### config.mk
export PLATFORM = sky130hd
export DESIGN_NAME = linear_probe_hash_table_top
export DESIGN_NICKNAME = d
export VERILOG_FILES = /design/src/design/lpht_pkg.sv /design/src/design/linear_probe_hash_table_top.sv
export SDC_FILE = /design/constraint.sdc
export NUM_CORES = 1
export LEC_CHECK = 0
export ABC_CLOCK_PERIOD_IN_PS = 3900
export BUFFER_PORTS_ARGS = -buffer_cell sky130_fd_sc_hd__buf_2
export CORE_MARGIN = 2
export CORE_UTILIZATION = 56
export CTS_CLUSTER_SIZE = 30
export DETAILED_ROUTE_END_ITERATION = 12
export GPL_ROUTABILITY_DRIVEN = 0
export PLACE_DENSITY = 0.78
export SKIP_LAST_GASP = 1
export SYNTH_ARGS = -nofsm -noshare
export SYNTH_HDL_FRONTEND = slang
export SYNTH_SLANG_ARGS = --single-unit
### constraint.sdc
create_clock -name clock -period 3.9 [get_ports clock]
set_input_delay 0.39 -clock clock [delete_from_list [all_inputs] [get_ports clock]]
set_output_delay 0.39 -clock clock [all_outputs]
set_load 0.05 [all_outputs]
### src/design/lpht_pkg.sv
// shared types and constants of the linear probe hash table
package lpht_pkg;

   localparam int TABLE_SIZE_DEF = 16;

   localparam int KEY_W    = 31;
   localparam int SLOT_W   = 4;
   localparam int STATUS_W = 2;

   // home slot of a non power of two table: remainder taken a few key bits a cycle
   localparam int MOD_BITS  = 4;
   localparam int MOD_ITERS = (KEY_W + MOD_BITS - 1) / MOD_BITS;
   localparam int MOD_CNT_W = $clog2(MOD_ITERS);
   localparam int KEY_PAD   = MOD_ITERS * MOD_BITS;

   typedef logic [KEY_W-1:0]    key_type;
   typedef logic [SLOT_W-1:0]   slot_type;
   typedef logic [STATUS_W-1:0] status_type;

   localparam logic OP_INSERT = 1'b0;
   localparam logic OP_SEARCH = 1'b1;

   localparam status_type STATUS_OK        = 2'd0;
   localparam status_type STATUS_NOT_FOUND = 2'd1;
   localparam status_type STATUS_FULL      = 2'd2;
   localparam status_type STATUS_ZERO_KEY  = 2'd3;

endpackage

### src/design/linear_probe_hash_table_top.sv
// open-addressing hash table of nonzero keys with linear probing
// a request probes p slots from its home slot, p = 1..TABLE_SIZE, and its response is registered
// non power of two TABLE_SIZE first works out the home slot remainder in S_MOD
// zero key answers without a probe; one request in flight, the next taken once the response loads
// probing is paced by the registered read of the slot memory, one slot per cycle
// reset starts a clearing pass over every slot, one slot a cycle, req_ready low meanwhile
module linear_probe_hash_table_top
   import lpht_pkg::*;
#(
   parameter int TABLE_SIZE = TABLE_SIZE_DEF
) (
   input  logic       clock,
   input  logic       reset,
   input  logic       req_valid,
   output logic       req_ready,
   input  logic       req_opcode,
   input  key_type    req_key,
   output logic       rsp_valid,
   input  logic       rsp_ready,
   output slot_type   rsp_slot,
   output status_type rsp_status
);

   localparam int  AW      = $clog2(TABLE_SIZE);
   localparam bit  IS_POW2 = (TABLE_SIZE & (TABLE_SIZE - 1)) == 0;

   localparam logic [2:0] S_CLEAR  = 3'd0;
   localparam logic [2:0] S_IDLE   = 3'd1;
   localparam logic [2:0] S_MOD    = 3'd2;
   localparam logic [2:0] S_READ   = 3'd3;
   localparam logic [2:0] S_CHECK  = 3'd4;
   localparam logic [2:0] S_RESULT = 3'd5;

   // slot memory, synchronous read
   key_type slot_mem [TABLE_SIZE];
   key_type rd_data_ff;

   logic          mem_we;
   logic [AW-1:0] mem_waddr;
   key_type       mem_wdata;
   logic [AW-1:0] rd_addr;

   // control
   logic [2:0]           state_ff, state_in;
   logic [AW-1:0]        pos_ff, pos_in;        // probe slot, also the clear index
   logic [AW-1:0]        cnt_ff, cnt_in;        // probes done in this transaction
   logic [MOD_CNT_W-1:0] mod_cnt_ff, mod_cnt_in;

   // transaction payload
   logic                 op_ff, op_in;
   key_type              key_ff, key_in;
   logic [KEY_PAD-1:0]   mod_key_ff, mod_key_in;
   logic [AW-1:0]        mod_rem_ff, mod_rem_in;
   slot_type             res_slot_ff, res_slot_in;
   status_type           res_status_ff, res_status_in;

   // response register
   logic                 rsp_valid_ff, rsp_valid_in;
   slot_type             rsp_slot_ff, rsp_slot_in;
   status_type           rsp_status_ff, rsp_status_in;

   logic [AW-1:0]        pos_next;
   logic                 last_probe;
   logic [AW+SLOT_W-1:0] pos_wide;
   logic [AW-1:0]        mod_step_rem;
   logic [AW:0]          mod_t;
   logic [MOD_BITS-1:0]  mod_digit;

   assign req_ready  = (state_ff == S_IDLE);
   assign rsp_valid  = rsp_valid_ff;
   assign rsp_slot   = rsp_slot_ff;
   assign rsp_status = rsp_status_ff;

   // linear probe step with wraparound
   assign pos_next   = (pos_ff == AW'(TABLE_SIZE - 1)) ? '0 : pos_ff + 1'b1;
   assign last_probe = (cnt_ff == AW'(TABLE_SIZE - 1));
   // slot field carries the low bits of the slot number
   assign pos_wide   = {{SLOT_W{1'b0}}, pos_ff};

   // a few restoring remainder steps, key bits taken msb first
   always_comb begin
      mod_digit    = mod_key_ff[KEY_PAD-1 -: MOD_BITS];
      mod_step_rem = mod_rem_ff;
      mod_t        = '0;
      for (int i = MOD_BITS - 1; i >= 0; i--) begin
         mod_t = {mod_step_rem, mod_digit[i]};
         if (mod_t >= (AW + 1)'(TABLE_SIZE)) begin
            mod_t = mod_t - (AW + 1)'(TABLE_SIZE);
         end
         mod_step_rem = mod_t[AW-1:0];
      end
   end

   always_comb begin
      state_in      = state_ff;
      pos_in        = pos_ff;
      cnt_in        = cnt_ff;
      mod_cnt_in    = mod_cnt_ff;
      op_in         = op_ff;
      key_in        = key_ff;
      mod_key_in    = mod_key_ff;
      mod_rem_in    = mod_rem_ff;
      res_slot_in   = res_slot_ff;
      res_status_in = res_status_ff;
      rsp_valid_in  = rsp_valid_ff && !rsp_ready;
      rsp_slot_in   = rsp_slot_ff;
      rsp_status_in = rsp_status_ff;
      mem_we        = 1'b0;
      mem_waddr     = pos_ff;
      mem_wdata     = '0;
      rd_addr       = pos_ff;

      case (state_ff)
         S_CLEAR: begin
            // empty every slot after reset
            mem_we = 1'b1;
            if (pos_ff == AW'(TABLE_SIZE - 1)) begin
               pos_in   = '0;
               state_in = S_IDLE;
            end else begin
               pos_in = pos_ff + 1'b1;
            end
         end
         S_IDLE: begin
            if (req_valid) begin
               op_in      = req_opcode;
               key_in     = req_key;
               cnt_in     = '0;
               mod_cnt_in = '0;
               mod_rem_in = '0;
               mod_key_in = KEY_PAD'(req_key);
               if (req_key == '0) begin
                  res_slot_in   = '0;
                  res_status_in = STATUS_ZERO_KEY;
                  state_in      = S_RESULT;
               end else if (IS_POW2) begin
                  pos_in   = req_key[AW-1:0];
                  state_in = S_READ;
               end else begin
                  state_in = S_MOD;
               end
            end
         end
         S_MOD: begin
            mod_rem_in = mod_step_rem;
            mod_key_in = mod_key_ff << MOD_BITS;
            mod_cnt_in = mod_cnt_ff + 1'b1;
            if (mod_cnt_ff == MOD_CNT_W'(MOD_ITERS - 1)) begin
               pos_in   = mod_step_rem;
               state_in = S_READ;
            end
         end
         S_READ: begin
            // home slot read issued here
            rd_addr  = pos_ff;
            state_in = S_CHECK;
         end
         S_CHECK: begin
            // next slot read goes out every cycle, dropped once the probe ends
            rd_addr = pos_next;
            if (op_ff == OP_INSERT) begin
               if (rd_data_ff == '0) begin
                  mem_we        = 1'b1;
                  mem_waddr     = pos_ff;
                  mem_wdata     = key_ff;
                  res_slot_in   = pos_wide[SLOT_W-1:0];
                  res_status_in = STATUS_OK;
                  state_in      = S_RESULT;
               end else if (last_probe) begin
                  res_slot_in   = '0;
                  res_status_in = STATUS_FULL;
                  state_in      = S_RESULT;
               end else begin
                  pos_in = pos_next;
                  cnt_in = cnt_ff + 1'b1;
               end
            end else begin
               if (rd_data_ff == key_ff) begin
                  res_slot_in   = pos_wide[SLOT_W-1:0];
                  res_status_in = STATUS_OK;
                  state_in      = S_RESULT;
               end else if (rd_data_ff == '0 || last_probe) begin
                  res_slot_in   = '0;
                  res_status_in = STATUS_NOT_FOUND;
                  state_in      = S_RESULT;
               end else begin
                  pos_in = pos_next;
                  cnt_in = cnt_ff + 1'b1;
               end
            end
         end
         S_RESULT: begin
            // hand over once the response register is free
            if (!rsp_valid_ff || rsp_ready) begin
               rsp_valid_in  = 1'b1;
               rsp_slot_in   = res_slot_ff;
               rsp_status_in = res_status_ff;
               state_in      = S_IDLE;
            end
         end
         default: begin
            state_in = S_IDLE;
         end
      endcase
   end

   // slot memory
   always_ff @(posedge clock) begin
      if (mem_we) begin
         slot_mem[mem_waddr] <= mem_wdata;
      end
      rd_data_ff <= slot_mem[rd_addr];
   end

   // control state
   always_ff @(posedge clock) begin
      if (reset) begin
         state_ff     <= S_CLEAR;
         pos_ff       <= '0;
         cnt_ff       <= '0;
         mod_cnt_ff   <= '0;
         rsp_valid_ff <= 1'b0;
      end else begin
         state_ff     <= state_in;
         pos_ff       <= pos_in;
         cnt_ff       <= cnt_in;
         mod_cnt_ff   <= mod_cnt_in;
         rsp_valid_ff <= rsp_valid_in;
      end
   end

   // payload
   always_ff @(posedge clock) begin
      op_ff         <= op_in;
      key_ff        <= key_in;
      mod_key_ff    <= mod_key_in;
      mod_rem_ff    <= mod_rem_in;
      res_slot_ff   <= res_slot_in;
      res_status_ff <= res_status_in;
      rsp_slot_ff   <= rsp_slot_in;
      rsp_status_ff <= rsp_status_in;
   end

endmodule

==> flow_metrics.py <==
metrics = {
    "run_status": {
        "status": "finished, final reports clean",
    },
    "place": {
        "dpl_cell_area_mm2": 0.0253,
        "place_ws_ps": 576,
        "portBuffers": 43,
        "placedCellCount": 1797,
        "dp_hpwl_mm": 31.6,
    },
    "synth": {
        "synth_top_family_by_area": "multiplexers",
        "yosys.area.top_type": "edfxtp_1",
        "synth_cell_types": 45,
        "synth_fa_ha_area_share_pct": 0.365,
        "yosysSeqAreaShare_pct": 75.4,
        "netlist_area_mm2": 0.0240,
        "synth-seq-cells": 618,
        "synth_compound_area_share_pct": 1.41,
        "synthMuxAreaShare_pct": 15.5,
        "yosys_warnings": 0,
        "netlist_top_cells_area": "edfxtp_1 72%, mux4_2 12%, mux2i_1 3.9%",
        "yosys.area_share.simple_pct": 4.81,
        "synthCells": 1221,
        "synth_xor_area_share_pct": 1.24,
        "avgSynthCellArea_um2": 19.6,
        "synth_nets": 1264,
        "synth_top_area_share_pct": 71.6,
    },
    "min_path": {
        "hold_start": "req_key[19]",
        "whs_path_depth": 1,
        "holdPathEnd": "key_ff[19]$_DFFE_PP_",
        "hold_path.class": "input port to register",
    },
    "power_and_ir_drop": {
        "switching_share_pct": 28.7,
        "power_mw": 19.2,
        "switchingPower_mw": 5.50,
        "peakVddDrop_mv": 0.612,
        "power_density_mw_per_mm2": 704,
        "leakage_nw": 8.89,
        "pwr-share-clk_pct": 29.5,
        "pwr-share-seq_pct": 46.2,
        "internal-power_mw": 13.7,
        "combPwrFrac_pct": 24.4,
    },
    "routing": {
        "dr.pass1.iters": 5,
        "drc": 0,
        "wirelength_mm": 53.9,
        "ant_nets": 0,
        "vias": 12400,
        "vias_per_cell": 6.50,
        "routedWlPerCell_um": 28.3,
        "drt_iter0_drc": 1291,
    },
    "worst_setup_path": {
        "critPathMaxFanout": 68,
        "rrSetupSlack_ps": 600,
        "crit_path_end_kind": "register",
        "cpPeakStageDelay_ps": 570,
        "rr_worst_depth": 8,
        "worstPathRequired_ps": 4300,
        "critPathLaunchType": "register",
        "crit_type": "register to register",
        "worstPathCellList": "ha_1 > and3_1 > nor3_2 > a21oi_4 > buf_12 > mux4_2 > mux2i_1 > mux2i_1",
        "r2r-start": "pos_ff[0]$_SDFFE_PP0P_",
        "crit_top_cell": "mux2i_1",
        "worstReg2RegEnd": "rd_data_ff[9]$_DFF_P_",
        "cpMaxStageDelayCell": "dfxtp_1",
        "worstPathArrival_ps": 3710,
    },
    "grt": {
        "grt_pass1_wl_mm": 79.5,
        "grt_max_degree": 83,
        "antenna_found_initial": 3,
        "grt_overflow_total": 0,
        "grt_usage_pct": 24.9,
        "grt_pass1_vias": 12300,
    },
    "floorplanning": {
        "die_area_mm2": 0.0445,
        "start_util_pct": 56.9,
        "die_w_um": 211,
        "rows": 75,
        "core_area_mm2": 0.0421,
        "fp.dieH_um": 211,
        "ios": 44,
    },
    "sta": {
        "hold_viol_final": 0,
        "fin_crit_sh_pct": 84.7,
        "drv_slew": 0,
        "timing.slew.headroom_pct": 38.1,
        "max_freq_ghz": 0.303,
        "rsz0062_at_grt": "false",
        "post-route-min-period_ps": 3300,
        "clock-skew-final_ps": 22.6,
        "finalSetupViolCount": 0,
        "fin_ws_ps": 598,
        "worst_pin_slew_ps": 925,
        "finalSetupTns_ps": 0,
    },
    "final_layout": {
        "n_fill_cell": 2640,
        "instances_no_fill": 1907,
        "drive_above_1_share_pct": 23.9,
        "stdcell_area_mm2": 0.0272,
        "num_antenna_cells": 0,
        "area_growth_pct": 13.5,
        "final_nets": 1362,
    },
    "clock_tree": {
        "cts_tree": "yes",
        "path_clk_slew_ps": 60,
        "clk_latency_ps": 610,
        "post-cts-setup-buffer-count": 0,
        "htreeDepth": 2,
        "cts_buffer_depth": 3,
        "root_buffer": "clkbuf_16",
        "cts_sinks": 618,
        "cts_made_buffers": 57,
    },
    "job": {
        "maxCapViolations": 0,
    },
}
## flip-flops by register name, summed over array words and instances (netlist names), 3 cells and up
register	cells
slot_mem	496
mod_key_ff	32
key_ff	31
rd_data_ff	31
cnt_ff	4
pos_ff	4
res_slot_ff	4
rsp_slot	4
mod_cnt_ff	3
state_ff	3
## Yosys cell counts
cell       count
xnor2_1       32
a2bb2oi_1      1
ha_1           7
o21bai_1       1
dfxtp_1       46
o22a_1         1
nor3_1        11
buf_1          2
nor4_2         1
o22ai_1        1
o21ai_0        8
or3b_1         1
a211oi_1       5
mux2i_1       93
a31oi_1        7
a22o_1         1
inv_1          5
and2_1        10
and3_1        36
nor4_1        17
buf_6          7
nand4_1       10
nor3b_2        1
or3_1          3
a221oi_1       3
a21oi_2        1
nor3_2         1
a41o_1         1
edfxtp_1     572
o31a_1         1
mux4_2       124
nand3_1       11
nand2b_1       5
clkbuf_1      31
nand2_1       99
xnor2_2        1
o211ai_1       7
nor2_1        23
nor3b_1        1
a21oi_1       14
nand3b_1       1
buf_2         14
clkinv_1       1
or4_1          1
nor2b_1        2
## per-layer routing
metal  vias up  share of wire [%]  wire length, um  track usage [%]
met1      6459                 38            20600             34.5
met2       659                 49            26100             39.3
met5         -              0.074               40                0
li1       5144                  -                -                -
met3       126                9.9             5340             5.87
met4         6                3.2             1730             8.77
## power by group through the flow
stage | registers [mW] | clock network (mW) | logic (mW)
2_1_floorplan | 8.76 | 0 | 3.24
3_3_place_gp | 8.90 | 0 | 4.58
3_5_place_dp | 8.96 | 0 | 4.66
4_1_cts | 8.84 | 5.72 | 4.72
5_1_grt | 8.92 | 5.97 | 4.95
6_report | 8.86 | 5.65 | 4.68
## how the worst max path moves through the flow
stage | from | endpoint | slack, ps | cells after the start
after global routing | pos_ff[0]$_SDFFE_PP0P_ | rd_data_ff[9]$_DFF_P_ | 390 | 8
after global placement | pos_ff[0]$_SDFFE_PP0P_ | rd_data_ff[9]$_DFF_P_ | 560 | 8
after detailed placement | pos_ff[0]$_SDFFE_PP0P_ | rd_data_ff[9]$_DFF_P_ | 580 | 8
after CTS | pos_ff[0]$_SDFFE_PP0P_ | rd_data_ff[9]$_DFF_P_ | 530 | 8
final | pos_ff[0]$_SDFFE_PP0P_ | rd_data_ff[9]$_DFF_P_ | 600 | 8
after floorplan | rd_data_ff[10]$_DFF_P_ | slot_mem[11][0]$_DFFE_PP_ | 520 | 6
## through the flow
stage	utilization [%]	hold slack, ps
floorplan	-	400
global placement	60.0	408
detailed placement	60.0	406
CTS	64.6	5.34
global route	64.6	10.4
finish	64.6	35.6
## critical path, delay by kind of cell, from the launching register on
family | cells | cell delay [ps]
AOI/OAI and AO/OA | 1 | 260
adders and majority gates | 1 | 400
buffers and inverters | 1 | 460
DFF | 1 | 570
muxes | 3 | 960
and+or+nand+nor | 2 | 360
## placed cells by master, fill, tap and decap left out, drive strengths merged, types with 3 or more instances in the layout
cell type / n
a211oi: 5
a21oi: 15
a221oi: 3
a31oi: 7
and2: 10
and3: 36
buf: 91
bufinv: 6
clkbuf: 78
clkinv: 18
clkinvlp: 6
dfxtp: 46
edfxtp: 572
ha: 7
inv: 6
mux2i: 93
mux4: 124
nand2: 99
nand2b: 5
nand3: 11
nand4: 10
nor2: 23
nor3: 12
nor4: 18
o211ai: 7
o21ai: 8
or3: 3
xnor2: 33
## layout make-up
class | count | area [um^2] | area share (%)
Sequential cell | 618 | 18100 | 66.4
Inverter | 6 | 22.5 | 0.0827
Clock inverter | 30 | 315 | 1.16
Tap cell | 539 | 674 | 2.48
Multi-Input combinational cell | 543 | 5790 | 21.3
Clock buffer | 78 | 1620 | 5.94
Timing Repair Buffer | 93 | 721 | 2.65
## what timing repair did
item | CTS | global route
hold endpoints to repair | 2 | 0
hold buffers | 2 | 0
resized for setup | 0 | 0
## kinds of logic (layout without fill, tap and decap cells)
| group | after synthesis | in the layout |
|---|---|---|
| DFF | 618 | 618 |
| xor gates and xnor gates | 33 | 33 |
| AOI/OAI and AO/OA | 52 | 52 |
| muxes | 217 | 217 |
| buffers and inverters | 60 | 207 |
| adders and majority gates | 7 | 7 |
| and+or+nand+nor | 234 | 234 |
Power figures use the tool's default switching activity.
